## config.mk

```make
export PLATFORM = sky130hd
export DESIGN_NAME = deq_ctrl
export DESIGN_NICKNAME = d
export VERILOG_FILES = /design/src/rtl/deq_pkg.sv /design/src/rtl/deq_ctrl.sv
export SDC_FILE = /design/constraint.sdc
export NUM_CORES = 1
export LEC_CHECK = 0
export BUFFER_PORTS_ARGS = -buffer_cell sky130_fd_sc_hd__buf_2
export CAP_MARGIN = 15
export CORE_ASPECT_RATIO = 1.2
export CORE_MARGIN = 3
export CORE_UTILIZATION = 45
export DETAILED_ROUTE_END_ITERATION = 8
export GPL_TIMING_DRIVEN = 0
export PLACE_DENSITY = 0.78
export SLEW_MARGIN = 20
export SYNTH_ARGS = -nofsm -noshare
export SYNTH_HDL_FRONTEND = slang
export SYNTH_SLANG_ARGS = --single-unit
```

## constraint.sdc

```tcl
create_clock -name clock -period 3 [get_ports clock]
set_clock_uncertainty 0.15 [all_clocks]
set_input_delay 0.15 -clock clock [delete_from_list [all_inputs] [get_ports clock]]
set_output_delay 0.15 -clock clock [all_outputs]
set_load 0.05 [all_outputs]
```

## src/rtl/deq_pkg.sv

```systemverilog
`timescale 1ns / 1ps

package deq_pkg;

   // request codes
   localparam logic [2:0] REQ_PUSH_FRONT = 3'd0;
   localparam logic [2:0] REQ_PUSH_BACK  = 3'd1;
   localparam logic [2:0] REQ_POP_FRONT  = 3'd2;
   localparam logic [2:0] REQ_POP_BACK   = 3'd3;
   localparam logic [2:0] REQ_PEEK_FRONT = 3'd4;
   localparam logic [2:0] REQ_PEEK_BACK  = 3'd5;

   // field widths
   localparam int DATA_W  = 32;
   localparam int COUNT_W = 11;

   // answer for a pop or peek on an empty queue
   localparam logic signed [DATA_W-1:0] EMPTY_VALUE = -32'sd1;

   typedef struct packed {
      logic [2:0]               req_type;
      logic signed [DATA_W-1:0] push_value;
   } req_payload_type;

   typedef struct packed {
      logic signed [DATA_W-1:0] result_value;
      logic [COUNT_W-1:0]       entry_count;
      logic                     is_empty;
      logic                     push_dropped;
   } rsp_payload_type;

endpackage

```

## src/rtl/deq_ctrl.sv

```systemverilog
`timescale 1ns / 1ps

module deq_ctrl #(
   parameter int DEPTH = 1024,
   parameter int AW    = 10,
   parameter int CW    = 11
) (
   input  logic                       clock,
   input  logic                       reset,
   input  logic                       accept,
   input  deq_pkg::req_payload_type   req_payload,
   output logic                       wr_en,
   output logic [AW-1:0]              wr_addr,
   output logic [deq_pkg::DATA_W-1:0] wr_data,
   output logic [AW-1:0]              rd_addr,
   input  logic [deq_pkg::DATA_W-1:0] rd_data,
   output logic                       rsp_strobe,
   output deq_pkg::rsp_payload_type   rsp_payload
);

   localparam int PW = AW + 1;
   localparam logic [PW-1:0] DEPTH_P = PW'(DEPTH);
   localparam int WW = (CW > deq_pkg::COUNT_W) ? CW : deq_pkg::COUNT_W;

   logic [AW-1:0] head_ff, head_in;
   logic [CW-1:0] occ_ff, occ_in;
   logic          strobe_ff;
   logic          use_mem_ff, use_mem_in;
   logic          neg_ff, neg_in;
   logic          dropped_ff, dropped_in;
   logic [CW-1:0] count_ff;

   logic          is_full;
   logic          is_empty;
   logic [PW-1:0] back_sum, last_sum, next_sum;
   logic [AW-1:0] back_pos, last_pos, head_next, head_prev;
   logic [WW-1:0] count_wide;

   // ring positions around the front pointer
   assign is_full  = (occ_ff == CW'(DEPTH));
   assign is_empty = (occ_ff == '0);
   assign back_sum = PW'(head_ff) + PW'(occ_ff);
   assign last_sum = back_sum - PW'(1);
   assign next_sum = PW'(head_ff) + PW'(1);
   assign back_pos  = (back_sum >= DEPTH_P) ? AW'(back_sum - DEPTH_P) : AW'(back_sum);
   assign last_pos  = (last_sum >= DEPTH_P) ? AW'(last_sum - DEPTH_P) : AW'(last_sum);
   assign head_next = (next_sum >= DEPTH_P) ? AW'(next_sum - DEPTH_P) : AW'(next_sum);
   assign head_prev = (head_ff == '0) ? AW'(DEPTH - 1) : head_ff - AW'(1);

   assign wr_data = deq_pkg::DATA_W'(req_payload.push_value);

   // request decode, pointer update, memory access
   always_comb begin
      head_in    = head_ff;
      occ_in     = occ_ff;
      wr_en      = 1'b0;
      wr_addr    = back_pos;
      rd_addr    = head_ff;
      use_mem_in = 1'b0;
      neg_in     = 1'b0;
      dropped_in = 1'b0;
      if (accept) begin
         unique case (req_payload.req_type)
            deq_pkg::REQ_PUSH_FRONT: begin
               if (is_full) begin
                  dropped_in = 1'b1;
               end else begin
                  wr_en   = 1'b1;
                  wr_addr = head_prev;
                  head_in = head_prev;
                  occ_in  = occ_ff + CW'(1);
               end
            end
            deq_pkg::REQ_PUSH_BACK: begin
               if (is_full) begin
                  dropped_in = 1'b1;
               end else begin
                  wr_en   = 1'b1;
                  wr_addr = back_pos;
                  occ_in  = occ_ff + CW'(1);
               end
            end
            deq_pkg::REQ_POP_FRONT: begin
               rd_addr = head_ff;
               if (is_empty) begin
                  neg_in = 1'b1;
               end else begin
                  use_mem_in = 1'b1;
                  head_in    = head_next;
                  occ_in     = occ_ff - CW'(1);
               end
            end
            deq_pkg::REQ_POP_BACK: begin
               rd_addr = last_pos;
               if (is_empty) begin
                  neg_in = 1'b1;
               end else begin
                  use_mem_in = 1'b1;
                  occ_in     = occ_ff - CW'(1);
               end
            end
            deq_pkg::REQ_PEEK_FRONT: begin
               rd_addr    = head_ff;
               neg_in     = is_empty;
               use_mem_in = !is_empty;
            end
            deq_pkg::REQ_PEEK_BACK: begin
               rd_addr    = last_pos;
               neg_in     = is_empty;
               use_mem_in = !is_empty;
            end
            default: begin
            end
         endcase
      end
   end

   // control state
   always_ff @(posedge clock) begin
      if (reset) begin
         head_ff   <= '0;
         occ_ff    <= '0;
         strobe_ff <= 1'b0;
      end else begin
         head_ff   <= head_in;
         occ_ff    <= occ_in;
         strobe_ff <= accept;
      end
   end

   // result stage, aligned with the memory read data
   always_ff @(posedge clock) begin
      use_mem_ff <= use_mem_in;
      neg_ff     <= neg_in;
      dropped_ff <= dropped_in;
      count_ff   <= occ_in;
   end

   assign count_wide = WW'(count_ff);

   always_comb begin
      if (use_mem_ff) begin
         rsp_payload.result_value = signed'(rd_data);
      end else if (neg_ff) begin
         rsp_payload.result_value = deq_pkg::EMPTY_VALUE;
      end else begin
         rsp_payload.result_value = '0;
      end
      rsp_payload.entry_count  = count_wide[deq_pkg::COUNT_W-1:0];
      rsp_payload.is_empty     = (count_ff == '0);
      rsp_payload.push_dropped = dropped_ff;
   end

   assign rsp_strobe = strobe_ff;

endmodule

```

; ---- Word level (Yosys, flattened, before mapping)
; Index checks and enable logic that the tools add are counted.
[totals]
input_bits = 70
elab_cells = 65
register_bits = 36
[op_classes]
n_lt_le_gt_ge = 3
n_reduce_logical = 12
mux = 26
n_eq_ne = 8
add_sub_neg = 9
[op_table]
columns = op, n
row1 = $mux 10, 11
row2 = $mux 32, 2
row3 = $sub 10x1->10 const B, 4
row4 = $ge 11x11->1 const B, 3
row5 = $mux 11, 3
row6 = $logic_not 11->1, 2
row7 = $pmux 11 s2, 1
row8 = $sub 11x1->11 const B, 2
row9 = $pmux 10 s2, 1
row10 = $add 10x1->11 const B, 1
row11 = $add 10x11->11, 1
row12 = $add 11x1->11 const B, 1
row13 = $eq 11x11->1 const B, 1
row14 = $logic_not 10->1, 1
row15 = $reduce_or 2->1, 4
row16 = $eq 3x2->1 const B, 2
row17 = $eq 3x3->1 const B, 2
row18 = $mux 1, 6
row19 = $ne 2x2->1 const B, 2
row20 = $pmux 1 s2, 2
row21 = $reduce_and 4->1, 1
row22 = $eq 3x1->1 const B, 1
row23 = $logic_not 3->1, 1
row24 = $reduce_and 2->1, 1
row25 = other kinds (2), 2

; ---- Longest topological paths before layout
[logic_depth]
word_depth = 6
ltp_mapped = 10
depth_no_buf = 8

; ---- Worst setup path after synthesis
; No wires, ideal clock.
[synth_path]
kind = reg2out
start = reg head_ff[0]
end = out rd_addr[9]
stages_incl_launch_ff = 9
setup_slack_ps = -808
t_arrival_ps = 3508
cell_sequence = dfxtp_1 ha_1 fa_1 a21o_1 a221oi_1 xnor2_1 a2111o_1 o311a_1 o31ai_1
[synth_between]
elab_chain_cells = 6
elab_cells_between_ends = 7
[synth_lines]
columns = item, line_no
row1 = "start, declared", deq_ctrl.sv:25  ; logic [AW-1:0] head_ff, head_in;
row2 = "start signal, assigned", deq_ctrl.sv:125  ; head_ff <= head_in;
row3 = $add 10x11->11 *, deq_ctrl.sv:42  ; assign back_sum = PW'(head_ff) + PW'(occ_ff);
row4 = $sub 11x1->11 *, deq_ctrl.sv:43  ; assign last_sum = back_sum - PW'(1);
row5 = $sub 10x1->10 / $ge 11x11->1 (equally long branches), deq_ctrl.sv:46  ; assign last_pos = (last_sum >= DEPTH_P) ? AW'(last_sum - DEPTH_P) : AW'(last_sum);
row6 = $mux 10 *, deq_ctrl.sv:46
row7 = $mux 10 *, deq_ctrl.sv:63  ; unique case (req_payload.req_type)
row8 = $mux 10 *, deq_ctrl.sv:62  ; if (accept) begin
row9 = "end, declared", deq_ctrl.sv:15  ; output logic [AW-1:0] rd_addr,
; Mark *: on every way between the ends. The rest lies on a longest branch, timed or not.

; ---- Worst setup path after layout
[layout_path]
start = reg occ_ff[0]
end = out rd_addr[9]
[layout_between]
elab_chain_cells = 6
elab_cells_between_ends = 7
[layout_lines]
columns = item, line_no
row1 = "start, declared", deq_ctrl.sv:26  ; logic [CW-1:0] occ_ff, occ_in;
row2 = "start signal, assigned", deq_ctrl.sv:126  ; occ_ff <= occ_in;
row3 = $add 10x11->11 *, deq_ctrl.sv:42
row4 = $sub 11x1->11 *, deq_ctrl.sv:43
row5 = $sub 10x1->10 / $ge 11x11->1 (equally long branches), deq_ctrl.sv:46
row6 = $mux 10 *, deq_ctrl.sv:46
row7 = $mux 10 *, deq_ctrl.sv:63
row8 = $mux 10 *, deq_ctrl.sv:62
; Marks and branches as above.

==> key figures <==
Outcome
  • Status: finished, violations left
  • Failing checks: negative setup slack

Yosys
  • Post-Syn Nets: 588
  • Synth Area in Adders: 0.05648
  • Post-Syn Area: 0.003456 mm2
  • Simple-gate share of the synthesized area: 0.3280
  • Gate Count Post-Synth: 503
  • Unique masters post-synth: 61
  • Async set-or-reset flop fraction in the synthesized netlist: 0
  • Yosys reg bits: 36
  • Xor/xnor share of the synthesized area: 0.06336
  • Sequential area share after synthesis: 0.2085
  • Largest family of logic cells by synthesized area: simple AND/OR/NAND/NOR gates
  • Ys flop type: dfxtp_1
  • EDFF count, synth: 0
  • Compound-Gate Fraction of Synth Area: 0.1977
  • Mapped Avg Cell Area: 6.870 um2
  • Multiplexer area fraction after synthesis: 0.01195
  • Synthesis warning total: 0

STA
  • Ratio of final minimum period to clock period: 1.095
  • Setup_tns: -0.6774 ns
  • Hold Worst Slack: 0.03756 ns
  • Least-Margin Pin Slew: 0.6250 ns
  • Final count of negative-setup-slack endpoints: 3
  • Minimum clock period: 3.285 ns
  • Max_slew headroom: 0.5833
  • F_max: 304.4 MHz
  • Final hold vios: 0
  • Unrepaired setup endpoints after global routing: true
  • Final WS setup: -0.2851 ns
  • Max-slew violation total from the final report: 0

Global route
  • Gr usage total: 0.2648
  • GRT Residual Overflow: 0
  • Number of global-route vias before repair: 3838
  • Largest net degree at the start of global routing: 12
  • Antenna violations before repair: 0
  • First-pass GRT wire length: 18.66 mm

Pwr
  • Pwr/cell area: 513.4 mW/mm2
  • P_leak: 2.374 nW
  • Final Power: 2.431 mW
  • VDD IR max: 0.3083 mV

Layout
  • Most frequent cells in the layout: buf_2, nand2_1, buf_4, nor2_1, dfxtp_1
  • P&R area growth vs syn: 37.04%
  • Share of cells above drive strength 1: 0.3638
  • Fin area: 0.004736 mm2
  • Commonest non-fill, non-tap cell in the layout: buf_2
  • # fillers: 653
  • Ant. Diodes: 0
  • Sequential standard cell area: 738.2 um2
  • Area of the multi-input gates: 0.002489 mm2
  • Final #Nets: 741

Critical path
  • R2R Path End: head_ff[7]
  • Register-to-register setup slack: 0.13 ns
  • Worst setup EP type: output port
  • Crit path kind: reg2out
  • CP Max Fanout: 4
  • Crit path largest cell delay: 0.38 ns
  • Arrival time worst endpoint: 2.99 ns
  • Reg2Reg Depth: 10
  • Critical path's slowest cell: fa_2
  • Crit path from: occ_ff[0]
  • Critical Path Start Type: flop
  • Worst EP required: 2.70 ns
  • R2r startpoint: occ_ff[1]
  • Critical path cell sequence: ha_4, fa_2, a21o_1, a221oi_4, xnor2_2, a2111o_1, o311a_1, o31ai_4, buf_6

Placement
  • DP HPWL: 9.382 mm
  • Area after DPL: 0.004277 mm2
  • DP Worst Slack: -0.5510 ns
  • Routability cong.: 0.9482
  • IO Port Bufs: 135

Die
  • Die Ht: 102.0 um
  • Core Area: 0.007360 mm2
  • Rows: 34
  • IO Pins: 169
  • Die Span X: 86.00 um
  • Initial core utilization: 0.4696
  • Die ar.: 0.008771 mm2

Worst hold path
  • HP Class: in2reg
  • Hold Path Sink: use_mem_ff
  • Hold-critical path depth: 3
  • Worst Hold Launch: accept

Clocking
  • Root Buffer: clkbuf_8
  • CTS tree: done
  • Reg clk slew, reported paths: 0.07 ns
  • Worst-Skew Late Latency: 0.29 ns
  • CTS H-tree depth: 2
  • Clock buffer depth: 2
  • CTS Buf Count: 5
  • CTS Sinks: 36

Drt
  • ANT nets after route: 0
  • DRC Markers: 0
  • DR iter-0 viols: 330
  • TritonRoute pass-1 iters: 5
  • Via count: 4254
  • Drt wl/cell: 16.67 um
  • Final wirelength: 12.46 mm
  • Via density: 5.695

Run
  • MaxCap Viol Count: 0
==> flip-flops by register name, summed over array words and instances, names as in the netlist <==
register and flops:
count_ff 11, dropped_ff 1, head_ff 10, neg_ff 1, occ_ff 11, rsp_strobe 1, use_mem_ff 1
==> power by group <==
| part | internal (mW) | switching, mW |
|---|---|---|
| clock | 0.166 | 0.176 |
| sequential | 0.508 | 0.0287 |
| combinational | 0.470 | 1.08 |
==> logic make-up (layout without fill, tap and decap cells) <==
group           count (synthesis)  after routing
buf+inv                        85            239
simple gates                  233            233
xor+xnor                       25             25
mux                             4              4
compound gates                105            105
flops                          36             36
fa+ha+maj                      15             15
==> critical path: cells and delay by family, from the launching register on <==
family / cells / cell delay, ns
fa+ha+maj: 2 / 0.54
buf+inv: 1 / 0.19
flops: 1 / 0.37
compound gates: 5 / 1.46
xor+xnor: 1 / 0.14
==> Yosys cell counts, types with 13 or more instances <==
master,n,area [um2]
clkbuf_1,31,116.4
o21ai_0,27,135.1
nor3_1,14,70.07
nor2b_1,13,81.33
a21oi_1,27,135.1
nand3_1,16,80.08
nor2_1,38,142.6
inv_1,15,56.30
dfxtp_1,36,720.7
nand2_1,97,364.1
xor2_1,16,140.1
buf_4,33,247.7
ha_1,14,175.2
==> area by class of cell <==
type / instances / share of cell area
tap: 90 / 0.02378
clock inverter: 1 / 0.001849
clock buffer: 7 / 0.01612
sequential: 36 / 0.1559
inverter: 15 / 0.01189
timing repair buffer: 149 / 0.1794
buffer: 67 / 0.08560
multi-input combinational: 382 / 0.5255
==> routing by layer <==
layer	track usage	up-vias	routed length, um
met5	0	-	0
met4	0.07552	0	293
met3	0.03710	30	1072
met2	0.4831	218	6283
met1	0.3220	1969	4806
li1	-	2037	-
==> through the flow <==
| step | util | std cells |
|---|---|---|
| detailed placement | 0.5811 | 728 |
| global route | 0.6435 | 747 |
| floorplan | - | 503 |
| global placement | 0.5811 | 728 |
| CTS | 0.6336 | 746 |
| finish | 0.6435 | 747 |
==> worst max-delay path by stage <==
stage | to | depth (start not counted)
final | rd_addr[9] | 9
after global routing | rd_addr[9] | 9
after CTS | rd_addr[9] | 9
after detailed placement | rd_addr[9] | 9
after global placement | rd_addr[9] | 9
after floorplan | rd_addr[9] | 8
==> timing repair <==
| item | in CTS | in global routing |
|---|---|---|
| gates resized for setup | 57 | 14 |
| endpoints found under the hold margin | 2 | 0 |
| hold buffers | 1 | 0 |
| setup buffers | 10 | 3 |
| pin swaps | 5 | 3 |
| setup endpoints to repair | 16 | 13 |
Power figures use the tool's default switching activity.
